## config.mk

```make
export PLATFORM = sky130hd
export DESIGN_NAME = gpc_dist
export DESIGN_NICKNAME = d
export VERILOG_FILES = /design/src/rtl/gpc_pkg.sv /design/src/rtl/gpc_dist.sv
export SDC_FILE = /design/constraint.sdc
export NUM_CORES = 2
export LEC_CHECK = 0
export BUFFER_PORTS_ARGS = -buffer_cell sky130_fd_sc_hd__buf_4
export CORE_AREA = 2 2 432 434
export CTS_BUF_LIST = sky130_fd_sc_hd__clkbuf_4 sky130_fd_sc_hd__clkbuf_8 sky130_fd_sc_hd__clkbuf_16
export CTS_CLUSTER_DIAMETER = 40
export CTS_CLUSTER_SIZE = 14
export DETAILED_ROUTE_END_ITERATION = 7
export DIE_AREA = 0 0 434 436
export GPL_ROUTABILITY_DRIVEN = 1
export PLACE_DENSITY = 0.42
export SYNTH_ARGS = -nofsm -noshare
export SYNTH_HDL_FRONTEND = slang
export SYNTH_SLANG_ARGS = --single-unit
```

## constraint.sdc

```tcl
create_clock -name clk -period 11.8 [get_ports clk]
set_input_delay 0.59 -clock clk [delete_from_list [all_inputs] [get_ports clk]]
set_output_delay 0.59 -clock clk [all_outputs]
set_load 0.03 [all_outputs]
```

## src/rtl/gpc_pkg.sv

```systemverilog
package gpc_pkg;

    // Point and centre geometry
    localparam int NUM_CENTERS  = 6;
    localparam int TABLE_ROWS   = 6;
    localparam int NUM_COORDS   = 4;

    // Series and scaling constants
    localparam int SERIES_TERMS = 14;
    localparam int K_STAGES     = 15;
    localparam logic [30:0] ONE_Q30    = 31'h4000_0000;
    localparam logic [28:0] EXP_M1_Q30 = 29'd395007542;
    localparam logic [17:0] COST_MAX   = 18'd262143;
    localparam logic [18:0] COST_BASE  = 19'd4096;

    // Pipeline depths
    localparam int DIST_LAT = 3;
    localparam int EXP_LAT  = 3 * SERIES_TERMS + K_STAGES;
    localparam int TOTAL_LAT = DIST_LAT + EXP_LAT + 2;

    // Register indexes of the configuration port
    typedef enum logic [0:0] {
        REG_PEAK_GAIN     = 1'b0,
        REG_INVERSE_WIDTH = 1'b1
    } cfg_idx_t;

    // Centre coordinates, packed as {x3, x2, x1, x0}
    typedef logic [NUM_COORDS-1:0][3:0] center_t;
    localparam center_t CENTER_TAB [TABLE_ROWS] = '{
        '{4'd5, 4'd5, 4'd3, 4'd2},
        '{4'd5, 4'd5, 4'd7, 4'd2},
        '{4'd5, 4'd5, 4'd3, 4'd5},
        '{4'd5, 4'd5, 4'd7, 4'd5},
        '{4'd5, 4'd5, 4'd3, 4'd8},
        '{4'd5, 4'd5, 4'd7, 4'd8}
    };

    // floor((2^32 - 1) / n) for the series divisors n = 1..14
    localparam logic [31:0] RECIP_TAB [SERIES_TERMS] = '{
        32'd4294967295, 32'd2147483647, 32'd1431655765, 32'd1073741823,
        32'd858993459,  32'd715827882,  32'd613566756,  32'd536870911,
        32'd477218588,  32'd429496729,  32'd390451572,  32'd357913941,
        32'd330382099,  32'd306783378
    };

    // One stage of the exponential lane
    typedef struct packed {
        logic [29:0] f;
        logic [3:0]  k;
        logic        zero;
        logic [30:0] term;
        logic [30:0] aux;
        logic [30:0] sum;
    } exp_stage_t;

endpackage

```

## src/rtl/gpc_dist.sv

```systemverilog
module gpc_dist (
    input  logic                  clk,
    input  logic                  en,
    input  logic [3:0][15:0]      coord,
    input  gpc_pkg::center_t      center,
    input  logic [15:0]           inverse_width,
    output logic [43:0]           arg
);

    logic [15:0] diff [gpc_pkg::NUM_COORDS];
    logic [31:0] sq_reg [gpc_pkg::NUM_COORDS];
    logic [33:0] d2_reg;
    logic [49:0] prod;
    logic [43:0] arg_reg;

    // Absolute difference to the centre on each axis
    always_comb
    begin
        for (int i = 0; i < gpc_pkg::NUM_COORDS; i++)
        begin
            if (coord[i] >= {center[i], 12'd0})
                diff[i] = coord[i] - {center[i], 12'd0};
            else
                diff[i] = {center[i], 12'd0} - coord[i];
        end
        prod = 50'(d2_reg) * 50'(inverse_width);
    end

    // Square, sum, then scale by the inverse width
    always_ff @(posedge clk)
    begin
        if (en)
        begin
            for (int i = 0; i < gpc_pkg::NUM_COORDS; i++)
                sq_reg[i] <= 32'(diff[i]) * 32'(diff[i]);
            d2_reg  <= 34'(sq_reg[0]) + 34'(sq_reg[1]) + 34'(sq_reg[2]) + 34'(sq_reg[3]);
            arg_reg <= prod[49:6];
        end
    end

    assign arg = arg_reg;

endmodule

```

# After elaboration in Yosys (flattened, before gate mapping)
# Memory sizes are Yosys's and may differ from the RTL's.
# Cells that the tools add are included.
classes:
  muxes: 6
  multipliers: 5
  addsub: 11
  n_lt_le_gt_ge: 4
ops:
  columns: ["cell", "n"]
  rows:
  - ["16-bit by 16-bit multiplier with 32-bit output", 4]
  - ["16-bit subtractor", 8]
  - ["16-bit >= comparator", 4]
  - ["16-bit two-way mux", 4]
  - ["34-bit by 16-bit multiplier with 50-bit output", 1]
  - ["33-bit by 32-bit adder with 34-bit output", 1]
  - ["34-bit by 32-bit adder with 34-bit output", 1]
  - ["32-bit by 32-bit adder with 33-bit output", 1]
  - ["1-bit two-way mux", 2]
word_totals:
  output_inout_bits: 44
  n_memories: 1
  reg_bits: 78
  input_bits: 98
  word_cells: 29
  ramBits: 128
memory_table:
  columns: ["name", "depth", "width", "read_ports", "rd_clocked_by_memory_dff", "write_ports", "line", "rtl"]
  rows:
  - ["sq_reg", 4, 32, 4, 0, 4, "gpc_dist.sv:11", "logic [31:0] sq_reg [gpc_pkg::NUM_COORDS];"]

# Logic depth before layout (Yosys ltp)
depth:
  ltp_word: 3
  mapped_depth: 38
  mapped_depth_nobuf: 35

# Worst setup path after synthesis
# No wires, ideal clock.
synth_timing:
  path_type: "input port to flip-flop"
  start: "input port coord[0] in the netlist's numbering"
  end: "memory sq_reg[0][30], data pin"
  setup_time_ps: 269
  path_buffers: 4
  arrival_ps: 8671
  setup_slack_ps: 2860
  t_required_ps: 11531
  stages: 38
  path_cell_list: "clkbuf_1 > inv_1 > clkbuf_1 > ha_1 > or3b_1 > nor4_2 > and4_4 > o41a_1 > buf_4 > nor2_1 > xnor2_1 > inv_1 > buf_2 > nand2_1 > inv_1 > fa_1 > inv_1 > fa_1 > [2 not listed] > inv_1 > fa_1 > inv_1 > fa_1 > inv_1 > fa_1 > inv_1 > ha_1 > nand2_1 > o21ai_0 > nor2b_1 > a21oi_1 > o31ai_1 > o41ai_1 > o2111ai_1 > a21oi_1 > o31ai_1 > xor2_1"
synth_lines:
  columns: ["item", "line", "rtl"]
  rows:
  - ["start, declared", "gpc_dist.sv:4", "input logic [3:0][15:0] coord,"]
  - ["end, declared", "gpc_dist.sv:11", null]

==> impl_metrics.xml <==
<?xml version="1.0" encoding="UTF-8"?>
<metrics>
  <group name="worst_setup_path">
    <metric name="worst-endpoint-arrival" unit="ns">10.14</metric>
    <metric name="critical_path.slowest_cell" unit="">xnor2_1</metric>
    <metric name="critical_path.max_fanout" unit="">13</metric>
    <metric name="setup.worst_path.end_class" unit="">register</metric>
    <metric name="critical-path-max-stage-delay" unit="ns">0.89</metric>
    <metric name="timing_worst_setup_path_type" unit="">in -&gt; reg</metric>
    <metric name="worstPathRequired" unit="ns">12.19</metric>
    <metric name="cp-start-kind" unit="">primary input</metric>
    <metric name="most_numerous_cell_on_the_critical_path" unit="">fa_1</metric>
  </group>
  <group name="run">
    <metric name="max-cap-violations" unit="">0</metric>
  </group>
  <group name="synthesis">
    <metric name="ys_seq_area_share" unit="%">11.0</metric>
    <metric name="synth-warning-count" unit="">0</metric>
    <metric name="netlist.top_cell.by_area" unit="">fa_1</metric>
    <metric name="ys_ff_latch" unit="">202</metric>
    <metric name="synth_flop_cell" unit="">edfxtp_1</metric>
    <metric name="synthCells" unit="">5791</metric>
    <metric name="synth_enable_flop_cells" unit="">202</metric>
    <metric name="mean_post_synth_cell_area" unit="um^2">9.51</metric>
    <metric name="synthArstFlopShare" unit="%">0</metric>
    <metric name="synth_cell_types" unit="">87</metric>
    <metric name="yosysTopAreaCellShare" unit="%">42.1</metric>
    <metric name="post_synth_main_area_contributors" unit="">fa_1 (42%), ha_1 (13%), edfxtp_1 (11%)</metric>
    <metric name="synth_area" unit="um^2">55100</metric>
  </group>
  <group name="floorplanning">
    <metric name="start_util" unit="%">29.8</metric>
    <metric name="rows" unit="">158</metric>
    <metric name="core_area" unit="um^2">185000</metric>
    <metric name="die_area" unit="um^2">189000</metric>
    <metric name="io_pins" unit="">142</metric>
    <metric name="dieHeight" unit="um">436</metric>
    <metric name="die_x" unit="um">434</metric>
  </group>
  <group name="drt">
    <metric name="dr_total_vias" unit="">38388</metric>
    <metric name="wire_per_inst" unit="um">18.3</metric>
    <metric name="wirelength" unit="mm">154</metric>
    <metric name="route.antenna.remaining_nets" unit="">0</metric>
    <metric name="viasPerCell" unit="">4.56</metric>
    <metric name="drt_first_pass_iters" unit="">8</metric>
    <metric name="drt_first_iter_violations" unit="">1843</metric>
    <metric name="route.detailed.drc" unit="">0</metric>
  </group>
  <group name="final_layout">
    <metric name="num-nets-final" unit="">7725</metric>
    <metric name="proportion_of_layout_cells_with_a_drive_suffix_above_1" unit="%">6.04</metric>
    <metric name="area_delta_synth_final" unit="%">10.5</metric>
    <metric name="largest_register_ffs" unit="">124</metric>
  </group>
  <group name="clock_network">
    <metric name="clk_root_buffer_cell" unit="">clkbuf_16</metric>
    <metric name="cts_buffers" unit="">46</metric>
    <metric name="cts_setup_buffers" unit="">0</metric>
    <metric name="tritoncts_num_sinks" unit="">202</metric>
    <metric name="clock_tree_from_tritoncts" unit="">built</metric>
    <metric name="hold_buffers" unit="">0</metric>
    <metric name="cts_buffer_depth" unit="">3</metric>
    <metric name="insertion_delay" unit="ns">0.62</metric>
    <metric name="post_cts.resized_instances" unit="">0</metric>
    <metric name="cts.reportedPaths.clkPinSlew" unit="ns">0.05</metric>
    <metric name="htree_num_levels" unit="">2</metric>
  </group>
  <group name="sta">
    <metric name="achievable-frequency" unit="MHz">103</metric>
    <metric name="fraction_of_the_cycle_the_final_worst_path_needs" unit="%">82.6</metric>
    <metric name="maxSlewViolCount" unit="">0</metric>
    <metric name="report.final.setup_viol" unit="">0</metric>
    <metric name="final.setup.worst_slack" unit="ns">2.05</metric>
    <metric name="actual_slew_at_the_worst_max_slew_pin" unit="ns">1.26</metric>
    <metric name="hold_viol_final" unit="">0</metric>
    <metric name="timing.clock.skew" unit="ns">0.0422</metric>
    <metric name="rsz0062_at_grt" unit="">no</metric>
    <metric name="finalCriticalPeriod" unit="ns">9.75</metric>
    <metric name="maxSlewHeadroom" unit="%">15.8</metric>
    <metric name="fin_setup_tns" unit="ns">0</metric>
  </group>
  <group name="place">
    <metric name="place.gp.congestion" unit="">0.834</metric>
    <metric name="hpwl" unit="mm">128</metric>
    <metric name="preCtsSetupSlack" unit="ns">1.29</metric>
    <metric name="place.port_buffers" unit="">141</metric>
  </group>
  <group name="global_route">
    <metric name="number_of_global_route_vias_before_repair" unit="">43122</metric>
    <metric name="groute.usage.overall" unit="%">16.9</metric>
    <metric name="grt-ovfl-total" unit="">0</metric>
    <metric name="first_pass_grt_wire_length" unit="mm">248</metric>
    <metric name="antenna_violations_before_repair" unit="">2</metric>
    <metric name="grt_start_max_net_pins" unit="">91</metric>
  </group>
  <group name="worst_hold_path">
    <metric name="hold_path_class" unit="">in -&gt; reg</metric>
  </group>
  <group name="outcome">
    <metric name="status" unit="">finished, final reports clean</metric>
  </group>
</metrics>
## stage by stage
stage               hold WS (ns)  cells  utilization (%)  area [um^2]
floorplan                  0.526   5792                -        55100
global placement           0.638   8335             32.1        59200
detailed placement         0.645   8335             32.1        59200
CTS                        0.248   8421             33.0        60900
global route               0.268   8422             33.0        60900
finish                     0.297   8422             33.0        60900
## routing by layer
layer / GRT usage (%) / part of all wire [%]
met1: 22.6 / 45
met2: 29.3 / 49
met3: 1.95 / 3.5
met4: 3.32 / 2.0
met5: 0 / 0
## path summary, 6_finish.rpt
| kind | cells after the start | endpoint | slack [ns] | from |
|---|---|---|---|---|
| setup / recovery | 32 | sq_reg[2][24] | 2.05 | coord[32] |
| hold / removal | 1 | sq_reg[1][0] | 0.30 | coord[16] |
| setup reg to reg | 22 | arg[39] | 3.96 | d2_reg[6] |
| hold reg to reg | 1 | d2_reg[0] | 0.63 | sq_reg[1][0] |
## layout by cell type, fill, tap and decap left out, types with 79 or more instances in the layout
cell / Yosys / final
a21o_1: 132 / 132
a21oi_1: 162 / 162
and2_1: 155 / 155
buf_4: 2 / 209
edfxtp_1: 202 / 202
fa_1: 1159 / 1159
ha_1: 565 / 565
inv_1: 1314 / 1314
nand2_1: 760 / 760
nor2_1: 362 / 362
o21ai_0: 79 / 79
xnor2_1: 178 / 177
xor2_1: 82 / 82
## cell usage after synthesis (5+ instances only)
master and instances:
nor4_1 5, o211ai_1 7, o21bai_1 31, and3_1 21, inv_1 1314, nand3_1 30, a211oi_1 14, ha_1 565
a21o_1 132, fa_1 1159, o21a_1 33, a31oi_1 15, o21ai_0 79, nor3_1 53, a311oi_1 5, xnor2_1 178
o31ai_1 17, inv_2 13, nor2_1 362, a21oi_1 162, mux2i_1 7, or3_1 6, buf_2 5, nor2b_1 32
nand4_1 18, or2_2 7, nand2_1 760, nand2b_1 30, edfxtp_1 202, xnor2_2 6, xor2_1 82, o31a_1 7
o21ai_1 7, a41oi_1 7, a31o_2 8, a2111oi_0 6, a21boi_0 5, clkbuf_1 140, and2_1 155, o41ai_1 5
clkinv_1 15
## cells by family after synthesis
family,after synthesis,synth area share (%)
DFF,202,11.0
AOI/OAI and AO/OA,583,7.18
muxes,11,0.234
adders and majority gates,1724,54.9
and+or+nand+nor,1513,12.1
other,2,0.0136
xor gates and xnor gates,267,4.34
buffers and inverters,1489,10.2
## worst max-delay path, delay by kind of cell
kind	cells	cell delay (ns)
adders and majority gates	8	3.56
buffers and inverters	8	1.31
xor gates and xnor gates	2	1.20
AOI/OAI and AO/OA	8	1.97
and+or+nand+nor	6	1.49
## cell type report
type                       count  area [um^2]
antenna                        1         2.50
clock buffer                  46         1150
clock inverter                40          497
fill                       19380       124000
inverter                    1342         5040
multi-input combinational   4101        43400
sequential                   202         6070
tap                         2480         3100
timing repair buffer         210         1580
Power is left out: the tool's default activity adds up to more than one toggle a clock period on the data nets, which glitch-free logic cannot reach.
